$ cat config.mk
export PLATFORM = sky130hd
export DESIGN_NAME = stable_priority_queue
export DESIGN_NICKNAME = d
export VERILOG_FILES = /design/src/hw/rtl/spq_pkg.sv /design/src/hw/rtl/spq_ctrl.sv /design/src/hw/rtl/spq_datapath.sv /design/src/hw/rtl/stable_priority_queue.sv
export SDC_FILE = /design/constraint.sdc
export NUM_CORES = 2
export LEC_CHECK = 0
export BUFFER_PORTS_ARGS = -buffer_cell sky130_fd_sc_hd__buf_2
export CAP_MARGIN = 20
export CORE_ASPECT_RATIO = 2
export CORE_MARGIN = 3
export CORE_UTILIZATION = 39
export CTS_CLUSTER_SIZE = 16
export DETAILED_ROUTE_END_ITERATION = 8
export SYNTH_ARGS = -nofsm -noshare
export SYNTH_HDL_FRONTEND = slang
export SYNTH_SLANG_ARGS = --single-unit
$ cat constraint.sdc
create_clock -name clk_i -period 12.8 [get_ports clk_i]
set_clock_uncertainty 0.15 [all_clocks]
set_input_delay 1.92 -clock clk_i [delete_from_list [all_inputs] [get_ports clk_i]]
set_output_delay 1.92 -clock clk_i [all_outputs]
set_load 0.02 [all_outputs]
$ cat src/hw/rtl/spq_pkg.sv
package spq_pkg;

  localparam int unsigned DEPTH  = 16;
  localparam int unsigned IDX_W  = $clog2(DEPTH);
  localparam int unsigned OCC_W  = $clog2(DEPTH + 1);
  localparam int unsigned TAG_W  = 32;
  localparam int unsigned PRI_W  = 8;
  localparam int unsigned FILL_W = 5;

  typedef enum logic {
    CMD_ENQUEUE = 1'b0,
    CMD_DEQUEUE = 1'b1
  } cmd_e;

  typedef enum logic [1:0] {
    ST_DONE  = 2'd0,
    ST_FULL  = 2'd1,
    ST_EMPTY = 2'd2
  } status_e;

  typedef enum logic [1:0] {
    S_IDLE,
    S_EXEC,
    S_RESP
  } ctrl_state_e;

  typedef struct packed {
    cmd_e             command;
    logic [TAG_W-1:0] item_tag;
    logic [PRI_W-1:0] priority_req;
  } spq_in_t;

  typedef struct packed {
    status_e           status;
    logic [TAG_W-1:0]  head_tag;
    logic [PRI_W-1:0]  head_priority;
    logic [FILL_W-1:0] fill_level;
  } spq_out_t;

  typedef struct packed {
    logic [PRI_W-1:0] pri;
    logic [TAG_W-1:0] tag;
  } spq_entry_t;

  // Commands from the controller to the datapath.
  typedef struct packed {
    logic load;  // capture the incoming transaction
    logic exec;  // apply it to the sorted list and register the result
  } spq_ctl_t;

endpackage

$ cat src/hw/rtl/spq_ctrl.sv
module spq_ctrl (
  input  logic              clk_i,
  input  logic              rst_ni,
  input  logic              start_i,
  output logic              busy_o,
  output logic              valid_o,
  output spq_pkg::spq_ctl_t ctl_o
);
  import spq_pkg::*;

  ctrl_state_e state_q, state_d;

  always_ff @(posedge clk_i or negedge rst_ni) begin
    if (!rst_ni) begin
      state_q <= S_IDLE;
    end else begin
      state_q <= state_d;
    end
  end

  always_comb begin
    state_d    = state_q;
    busy_o     = 1'b0;
    valid_o    = 1'b0;
    ctl_o.load = 1'b0;
    ctl_o.exec = 1'b0;
    unique case (state_q)
      S_IDLE: begin
        if (start_i) begin
          ctl_o.load = 1'b1;
          state_d    = S_EXEC;
        end
      end
      S_EXEC: begin
        busy_o     = 1'b1;
        ctl_o.exec = 1'b1;
        state_d    = S_RESP;
      end
      S_RESP: begin
        // Result is on the port; take the next transaction alongside it.
        valid_o = 1'b1;
        if (start_i) begin
          ctl_o.load = 1'b1;
          state_d    = S_EXEC;
        end else begin
          state_d = S_IDLE;
        end
      end
      default: begin
        state_d = S_IDLE;
      end
    endcase
  end

`ifndef SYNTH
  a_resp_after_exec: assert property (@(posedge clk_i) disable iff (!rst_ni)
    (state_q == S_RESP) |-> $past(state_q == S_EXEC))
    else $error("response without a preceding execute cycle");

  a_exec_after_load: assert property (@(posedge clk_i) disable iff (!rst_ni)
    ctl_o.load |=> (state_q == S_EXEC))
    else $error("loaded transaction not executed");

  a_no_load_when_busy: assert property (@(posedge clk_i) disable iff (!rst_ni)
    busy_o |-> !ctl_o.load)
    else $error("load while busy");
`endif

endmodule

$ cat src/hw/rtl/spq_datapath.sv
module spq_datapath (
  input  logic              clk_i,
  input  logic              rst_ni,
  input  spq_pkg::spq_ctl_t ctl_i,
  input  spq_pkg::spq_in_t  req_i,
  output spq_pkg::spq_out_t rsp_o
);
  import spq_pkg::*;

  spq_in_t    req_q;
  spq_out_t   rsp_q, rsp_d;
  spq_entry_t slot_q [DEPTH];
  spq_entry_t slot_d [DEPTH];
  logic [OCC_W-1:0] occ_q, occ_d;

  logic [DEPTH-1:0] keep;       // slot holds an entry not greater than the new one
  logic [DEPTH-1:0] ins_here;   // first slot after the kept prefix
  logic             full, empty;
  logic             do_enq, do_deq;
  spq_entry_t       new_entry;

  assign full      = (occ_q == OCC_W'(DEPTH));
  assign empty     = (occ_q == '0);
  assign do_enq    = (req_q.command == CMD_ENQUEUE) && !full;
  assign do_deq    = (req_q.command == CMD_DEQUEUE) && !empty;
  assign new_entry = '{pri: req_q.priority_req, tag: req_q.item_tag};

  // Parallel compare and shift: every slot decides its next value locally.
  for (genvar k = 0; k < DEPTH; k++) begin : g_slot
    assign keep[k] = (occ_q > OCC_W'(k)) && (slot_q[k].pri <= req_q.priority_req);

    if (k == 0) begin : g_head
      assign ins_here[k] = !keep[k];
    end else begin : g_body
      assign ins_here[k] = !keep[k] && keep[k-1];
    end

    always_comb begin
      slot_d[k] = slot_q[k];
      if (do_enq && !keep[k]) begin
        if (ins_here[k]) begin
          slot_d[k] = new_entry;
        end else if (k > 0) begin
          slot_d[k] = slot_q[(k > 0) ? k - 1 : 0];
        end
      end else if (do_deq && (k < DEPTH - 1)) begin
        slot_d[k] = slot_q[(k < DEPTH - 1) ? k + 1 : k];
      end
    end

    always_ff @(posedge clk_i) begin
      if (ctl_i.exec) begin
        slot_q[k] <= slot_d[k];
      end
    end
  end

  always_comb begin
    occ_d = occ_q;
    rsp_d = '0;
    unique case (req_q.command)
      CMD_ENQUEUE: begin
        if (full) begin
          rsp_d.status = ST_FULL;
        end else begin
          occ_d        = occ_q + 1'b1;
          rsp_d.status = ST_DONE;
        end
      end
      CMD_DEQUEUE: begin
        if (empty) begin
          rsp_d.status = ST_EMPTY;
        end else begin
          occ_d               = occ_q - 1'b1;
          rsp_d.status        = ST_DONE;
          rsp_d.head_tag      = slot_q[0].tag;
          rsp_d.head_priority = slot_q[0].pri;
        end
      end
      default: begin
        rsp_d.status = ST_DONE;
      end
    endcase
    rsp_d.fill_level = FILL_W'(occ_d);
  end

  always_ff @(posedge clk_i or negedge rst_ni) begin
    if (!rst_ni) begin
      occ_q <= '0;
    end else if (ctl_i.exec) begin
      occ_q <= occ_d;
    end
  end

  always_ff @(posedge clk_i) begin
    if (ctl_i.load) begin
      req_q <= req_i;
    end
    if (ctl_i.exec) begin
      rsp_q <= rsp_d;
    end
  end

  assign rsp_o = rsp_q;

`ifndef SYNTH
  a_occ_bound: assert property (@(posedge clk_i) disable iff (!rst_ni)
    occ_q <= OCC_W'(DEPTH))
    else $error("occupancy beyond depth");

  a_enq_grows: assert property (@(posedge clk_i) disable iff (!rst_ni)
    (ctl_i.exec && do_enq) |=> (occ_q == $past(occ_q) + 1'b1))
    else $error("enqueue did not add one entry");

  a_deq_shrinks: assert property (@(posedge clk_i) disable iff (!rst_ni)
    (ctl_i.exec && do_deq) |=> (occ_q == $past(occ_q) - 1'b1))
    else $error("dequeue did not remove one entry");

  a_reject_holds: assert property (@(posedge clk_i) disable iff (!rst_ni)
    (ctl_i.exec && !do_enq && !do_deq) |=> (occ_q == $past(occ_q)))
    else $error("rejected transaction changed occupancy");
`endif

endmodule

$ cat src/hw/rtl/stable_priority_queue.sv
// Channel   Handshake                   Payload
// --------  --------------------------  ------------------------------------------
// request   start high, busy low        req_i : command, item_tag, priority_req
// response  valid_o high for one cycle  rsp_o : status, head_tag, head_priority,
//                                               fill_level
//
// Each transaction passes through the execute cycle, in which all slots compare
// against the new priority and shift in parallel, and then the response cycle.
// A new transaction is taken during the response cycle, so requests and
// responses overlap; busy is high only in the execute cycle.
// Reset (rst_ni, asynchronous, active low) empties the queue and idles the
// controller; slot contents are left as they are and never read before written.
// The receiver cannot stall: each response is presented once and must be taken.
module stable_priority_queue (
  input  logic              clk_i,
  input  logic              rst_ni,
  input  logic              start,
  output logic              busy,
  input  spq_pkg::spq_in_t  req_i,
  output logic              valid_o,
  output spq_pkg::spq_out_t rsp_o
);
  import spq_pkg::*;

  spq_ctl_t ctl;

  // Sequence load, execute and respond for each transaction.
  spq_ctrl u_ctrl (
    .clk_i   (clk_i),
    .rst_ni  (rst_ni),
    .start_i (start),
    .busy_o  (busy),
    .valid_o (valid_o),
    .ctl_o   (ctl)
  );

  // Hold the sorted list, occupancy and the registered response.
  spq_datapath u_datapath (
    .clk_i  (clk_i),
    .rst_ni (rst_ni),
    .ctl_i  (ctl),
    .req_i  (req_i),
    .rsp_o  (rsp_o)
  );

endmodule

Word level (Yosys, flattened, before mapping). Memories as Yosys holds them, arrays and structs flattened. Index checks and enable logic that the tools add are counted.

Bits in registers: 95. Input bits: 44. Memories: 1. Memory bits (writable): 640. Output and inout port bits: 49. Logic and storage cells: 182.

Add/subtract/negate cells: 2. Multiplexer cells: 62. Bitwise gates (word level): 1. Eq/ne operators: 4. Reductions and logical operators: 71. Order comparisons: 32.

Memory list: u_datapath.slot_q (words 16, bits a word 40, rd ports 16, clocked after memory_dff 0, write ports 16, line spq_datapath.sv:12) `spq_entry_t slot_q [DEPTH];`.

Operators by type and width (number): two-way mux 40 bit (47); less-or-equal comparator 8 bit (16); logical AND 1 bit (49); > comparator 5 x 4 -> 1 bit (second input constant) (8); > comparator 5 x 3 -> 1 bit (second input constant) (4); logical NOT 1 bit (18); > comparator 5 x 1 -> 1 bit (second input constant) (2); > comparator 5 x 2 -> 1 bit (second input constant) (2); two-way mux 5 bit (2); case mux 5 bit (2 select lines) (1); two-way mux 1 bit (8); case mux 2 bit (3 select lines) (1); adder 5 x 1 -> 5 bit (second input constant) (1); == test 5 bit (second input constant) (1); logical NOT 5 bit (1); subtractor 5 x 1 -> 5 bit (second input constant) (1); two-way mux 2 bit (2); case mux 2 bit (2 select lines) (1); OR reduction 2 bit (2); == test 2 x 1 -> 1 bit (second input constant) (1); == test 2 bit (second input constant) (1); logical NOT 2 bit (1); != test 2 bit (second input constant) (1); NOT 1 bit (1).

Logic depth before layout (Yosys ltp). An unclocked memory read counts as a cell.

Depth after elaboration: 7. Gate-level depth with buffers: 11. Mapped depth without buffers: 9.

Hierarchy. A second synthesis with hierarchy kept.

Cells, all modules: 3250. Area total of the unflattened synthesis: 38319.3 sq um.

By module, submodules not included: spq_datapath (area an instance 38229.2 sq um, times used 1, seq. area each 21986.1 sq um, cells each 3242); spq_ctrl (area an instance 90.1 sq um, times used 1, seq. area each 50.0 sq um, cells each 8).

Worst setup path after synthesis. No wires, ideal clock.

Kind: reg-to-reg. Start: reg, netlist name u_datapath.new_entry[39]. End: mem u_datapath.slot_q[1][280] (netlist name) (enable). Data required time: 12163 ps. Data arrival time: 4273 ps. Slack: 7890 ps. Library setup time: 487 ps. Cell stages (with the launch flop): 9. Path buffers: 0. Period minus slack after synthesis: 4910 ps. Path through: edfxtp_1 inv_1 ha_1 nand2_1 o211ai_1 o31ai_1 a21oi_1 nor2_1 nor3_1.

RTL lines (line): end: declaration (spq_datapath.sv:12).

==> impl_metrics.json <==
{
  "yosysMostFrequentCell": "edfxtp_1",
  "internal_power_uw": 5424,
  "drc": 0,
  "grt_pass1_wl_mm": 173.2,
  "worstSkewPairLatency_ns": 0.67,
  "fmax_mhz": 188.6,
  "design.die.area_um2": 102800,
  "die_h_um": 450.5,
  "cts_setup_buffers": 0,
  "grt_overflow_total": 0,
  "synthTopCellsByCount": "728 x edfxtp_1, 553 x mux2i_1, 546 x nand2_1",
  "clockBufferDepth": 3,
  "cts_resized": 0,
  "viasPerCell": 5.588,
  "die_x_um": 228.2,
  "rsz0062_at_grt": "false",
  "num_rows": 162,
  "power_switching_uw": 3054,
  "cts_tree": "done",
  "post-synth-top-area-fraction_pct": 56.75,
  "pwr-share-comb_pct": 33.8,
  "synth.avg_cell_area_um2": 11.86,
  "cp-start-kind": "register",
  "setup_viol": 0,
  "p_leak_uw": 0.01658,
  "path_common_cell": "buf_4",
  "crit_type": "reg2reg",
  "routedWlPerCell_um": 25.28,
  "dp_hpwl_mm": 77.00,
  "num_vias": 25770,
  "clkSinkCount": 735,
  "worst_pin_slew_ns": 1.083,
  "clkPwrFrac_pct": 25.4,
  "fin_util_pct": 43.80,
  "area_growth_pct": 11.08,
  "finalCritPeriodShare_pct": 41.43,
  "place_area_um2": 40500,
  "async_reset_ff_share_pct": 0.9524,
  "required_ns": 12.94,
  "layout-drive-gt1-share_pct": 12.19,
  "core_area_um2": 97700,
  "cp.arrival_ns": 5.44,
  "finalInstanceArea_um2": 42790,
  "drtPass1Iterations": 5,
  "hold_buffers": 0,
  "grt_pass1_vias": 27320,
  "status": "finished, final reports clean",
  "antenna_found_initial": 2,
  "grt_max_degree": 82,
  "cp_top_family": "buffers and inverters",
  "synth_seq_area_share_pct": 57.20,
  "cts_buffers": 71,
  "period_minus_slack_ns": 5.303,
  "synthTopCellsByArea": "edfxtp_1 57%, mux2i_1 14%, o21ai_0 6.9%, nand2_1 5.3%, ha_1 4.4%",
  "hp-class": "reg2reg",
  "ys_types": 56,
  "synth_top_area_cell": "edfxtp_1",
  "critPathMaxFanout": 41,
  "nets": 3422,
  "start_util_pct": 39.43,
  "wirelength_mm": 116.6,
  "path_buf_inv": 4,
  "max_cap_violations": 0,
  "cts-root-buf": "clkbuf_16",
  "cp-end-kind": "register",
  "synth-edff-count": 728,
  "seqPwrFrac_pct": 40.7,
  "portBuffers": 92,
  "irDropWorstVdd_mv": 0.1488,
  "grt_use_total_pct": 22.37,
  "cpPeakStageDelay_ns": 0.88,
  "drtIter0Drc": 1591,
  "pwr_density_cell_nw_per_um2": 198.1,
  "final_hold_viol_count": 0,
  "tns_ns": 0,
  "slew_viol_final": 0,
  "relSlewSlack_pct": 27.78,
  "synthesis.area_um2": 38520,
  "synth_fp_nets": 3427,
  "place_congestion": 0.9364,
  "synthFlopType": "edfxtp_1",
  "swShare_pct": 36.02,
  "htreeDepth": 3,
  "finalPower_uw": 8478,
  "crit_chain": "inv_1, buf_4, ha_1, nand2_1, o21a_1, o21ai_4, buf_4, nand2_4, a21oi_4, buf_4",
  "path_clk_slew_ns": 0.07,
  "synth_seq_cells": 735,
  "slowest_stage": "edfxtp_1",
  "yosysWarningCount": 0,
  "ant_nets": 0,
  "syn_inst": 3249,
  "pin_count": 93
}
==> placed cells by master, fill, tap and decap left out, types with 11 or more instances in the layout <==
cell         n
o21ai_0    534
clkinv_1    18
nor2_1      56
buf_2       92
clkbuf_1    12
nand2_1    545
mux2_4      39
edfxtp_1   728
nor3_2      11
ha_1       134
nand4_1     27
mux2i_1    553
a21oi_1    110
nor2b_1     23
buf_4       69
inv_1       28
a21oi_4     14
o211ai_1    17
mux2_2      45
clkbuf_16   72
and3_1      42
==> sequential cells by signal, indices dropped and copies added (netlist names) <==
name and cells:
u_datapath.slot_q 640, u_datapath.rsp_o 47, u_datapath.new_entry 40, u_datapath.occ_q 5
u_ctrl.state_q 2, u_datapath.req_q 1
==> cell type report <==
| type | instances | area, um^2 |
|---|---|---|
| multi-input cells | 2246 | 15740 |
| flip-flops and latches | 735 | 22040 |
| clock buffers | 84 | 1847 |
| diodes | 1 | 2.502 |
| repair buffers | 161 | 978.4 |
| well taps | 1312 | 1642 |
| inverters | 29 | 108.9 |
| clock inverters | 44 | 441.7 |
| fillers | 9345 | 54910 |
==> layer usage <==
metal | routed length [um] | share of wire [%] | global-route usage [%] | vias to the layer above
met5 | 0 | 0 | 0 | -
met3 | 3570 | 3.1 | 2.460 | 281
met1 | 42380 | 36 | 23.12 | 12840
met4 | 7104 | 6.1 | 12.97 | 0
met2 | 63520 | 54 | 43.15 | 640
li1 | - | - | - | 12020
==> power groups by stage <==
stage | Combinational, uW | Sequential, uW | Clock, uW
final | 2870 | 3450 | 2160
after global routing | 3110 | 3480 | 2300
after CTS | 2890 | 3450 | 2220
after detailed placement | 2880 | 3500 | 0
after global placement | 2830 | 3490 | 0
after floorplan | 2040 | 3390 | 0
==> stage by stage <==
| stage | std cells | setup WS [ns] | hold WS [ns] |
|---|---|---|---|
| after floorplan | 3249 | 7.890 | 0.2971 |
| after global placement | 4483 | 7.614 | 0.3551 |
| after detailed placement | 4483 | 7.548 | 0.3628 |
| after CTS | 4611 | 7.522 | 0.3809 |
| after global routing | 4611 | 7.301 | 0.4080 |
| final | 4612 | 7.497 | 0.3831 |
==> final timing paths <==
check / to / from / slack (ns) / cells after the start
max in group asynchronous: u_ctrl.state_q[1]$_DFFE_PN0P_ / rst_ni / 11.38 / 1
setup reg to reg: u_datapath.slot_q[0][4]$_DFFE_PP_ / u_datapath.new_entry[34]$_DFFE_PP_ / 7.50 / 10
setup / recovery: u_datapath.slot_q[0][4]$_DFFE_PP_ / u_datapath.new_entry[34]$_DFFE_PP_ / 7.50 / 10
hold / removal: u_datapath.slot_q[1][252]$_DFFE_PP_ / u_datapath.slot_q[1][292]$_DFFE_PP_ / 0.38 / 2
min in group asynchronous: u_datapath.occ_q[0]$_DFFE_PN0P_ / rst_ni / 0.95 / 1
hold reg to reg: u_datapath.slot_q[1][252]$_DFFE_PP_ / u_datapath.slot_q[1][292]$_DFFE_PP_ / 0.38 / 2
==> logic make-up after synthesis <==
| family | synth area share, % |
|---|---|
| muxes | 17.20 |
| and+or+nand+nor | 8.103 |
| DFF | 57.20 |
| xor gates and xnor gates | 0.04548 |
| adders and majority gates | 4.352 |
| buffers and inverters | 3.046 |
| AOI/OAI and AO/OA | 10.05 |
==> tightest hold or removal path, delay by kind of cell (launching register included) <==
| family | cells | cell delay (ns) |
|---|---|---|
| AO/OA/AOI/OAI | 1 | 0.08 |
| AND/OR/NAND/NOR | 1 | 0.04 |
| flip-flops | 1 | 0.32 |
(Power assumes the default switching activity.)
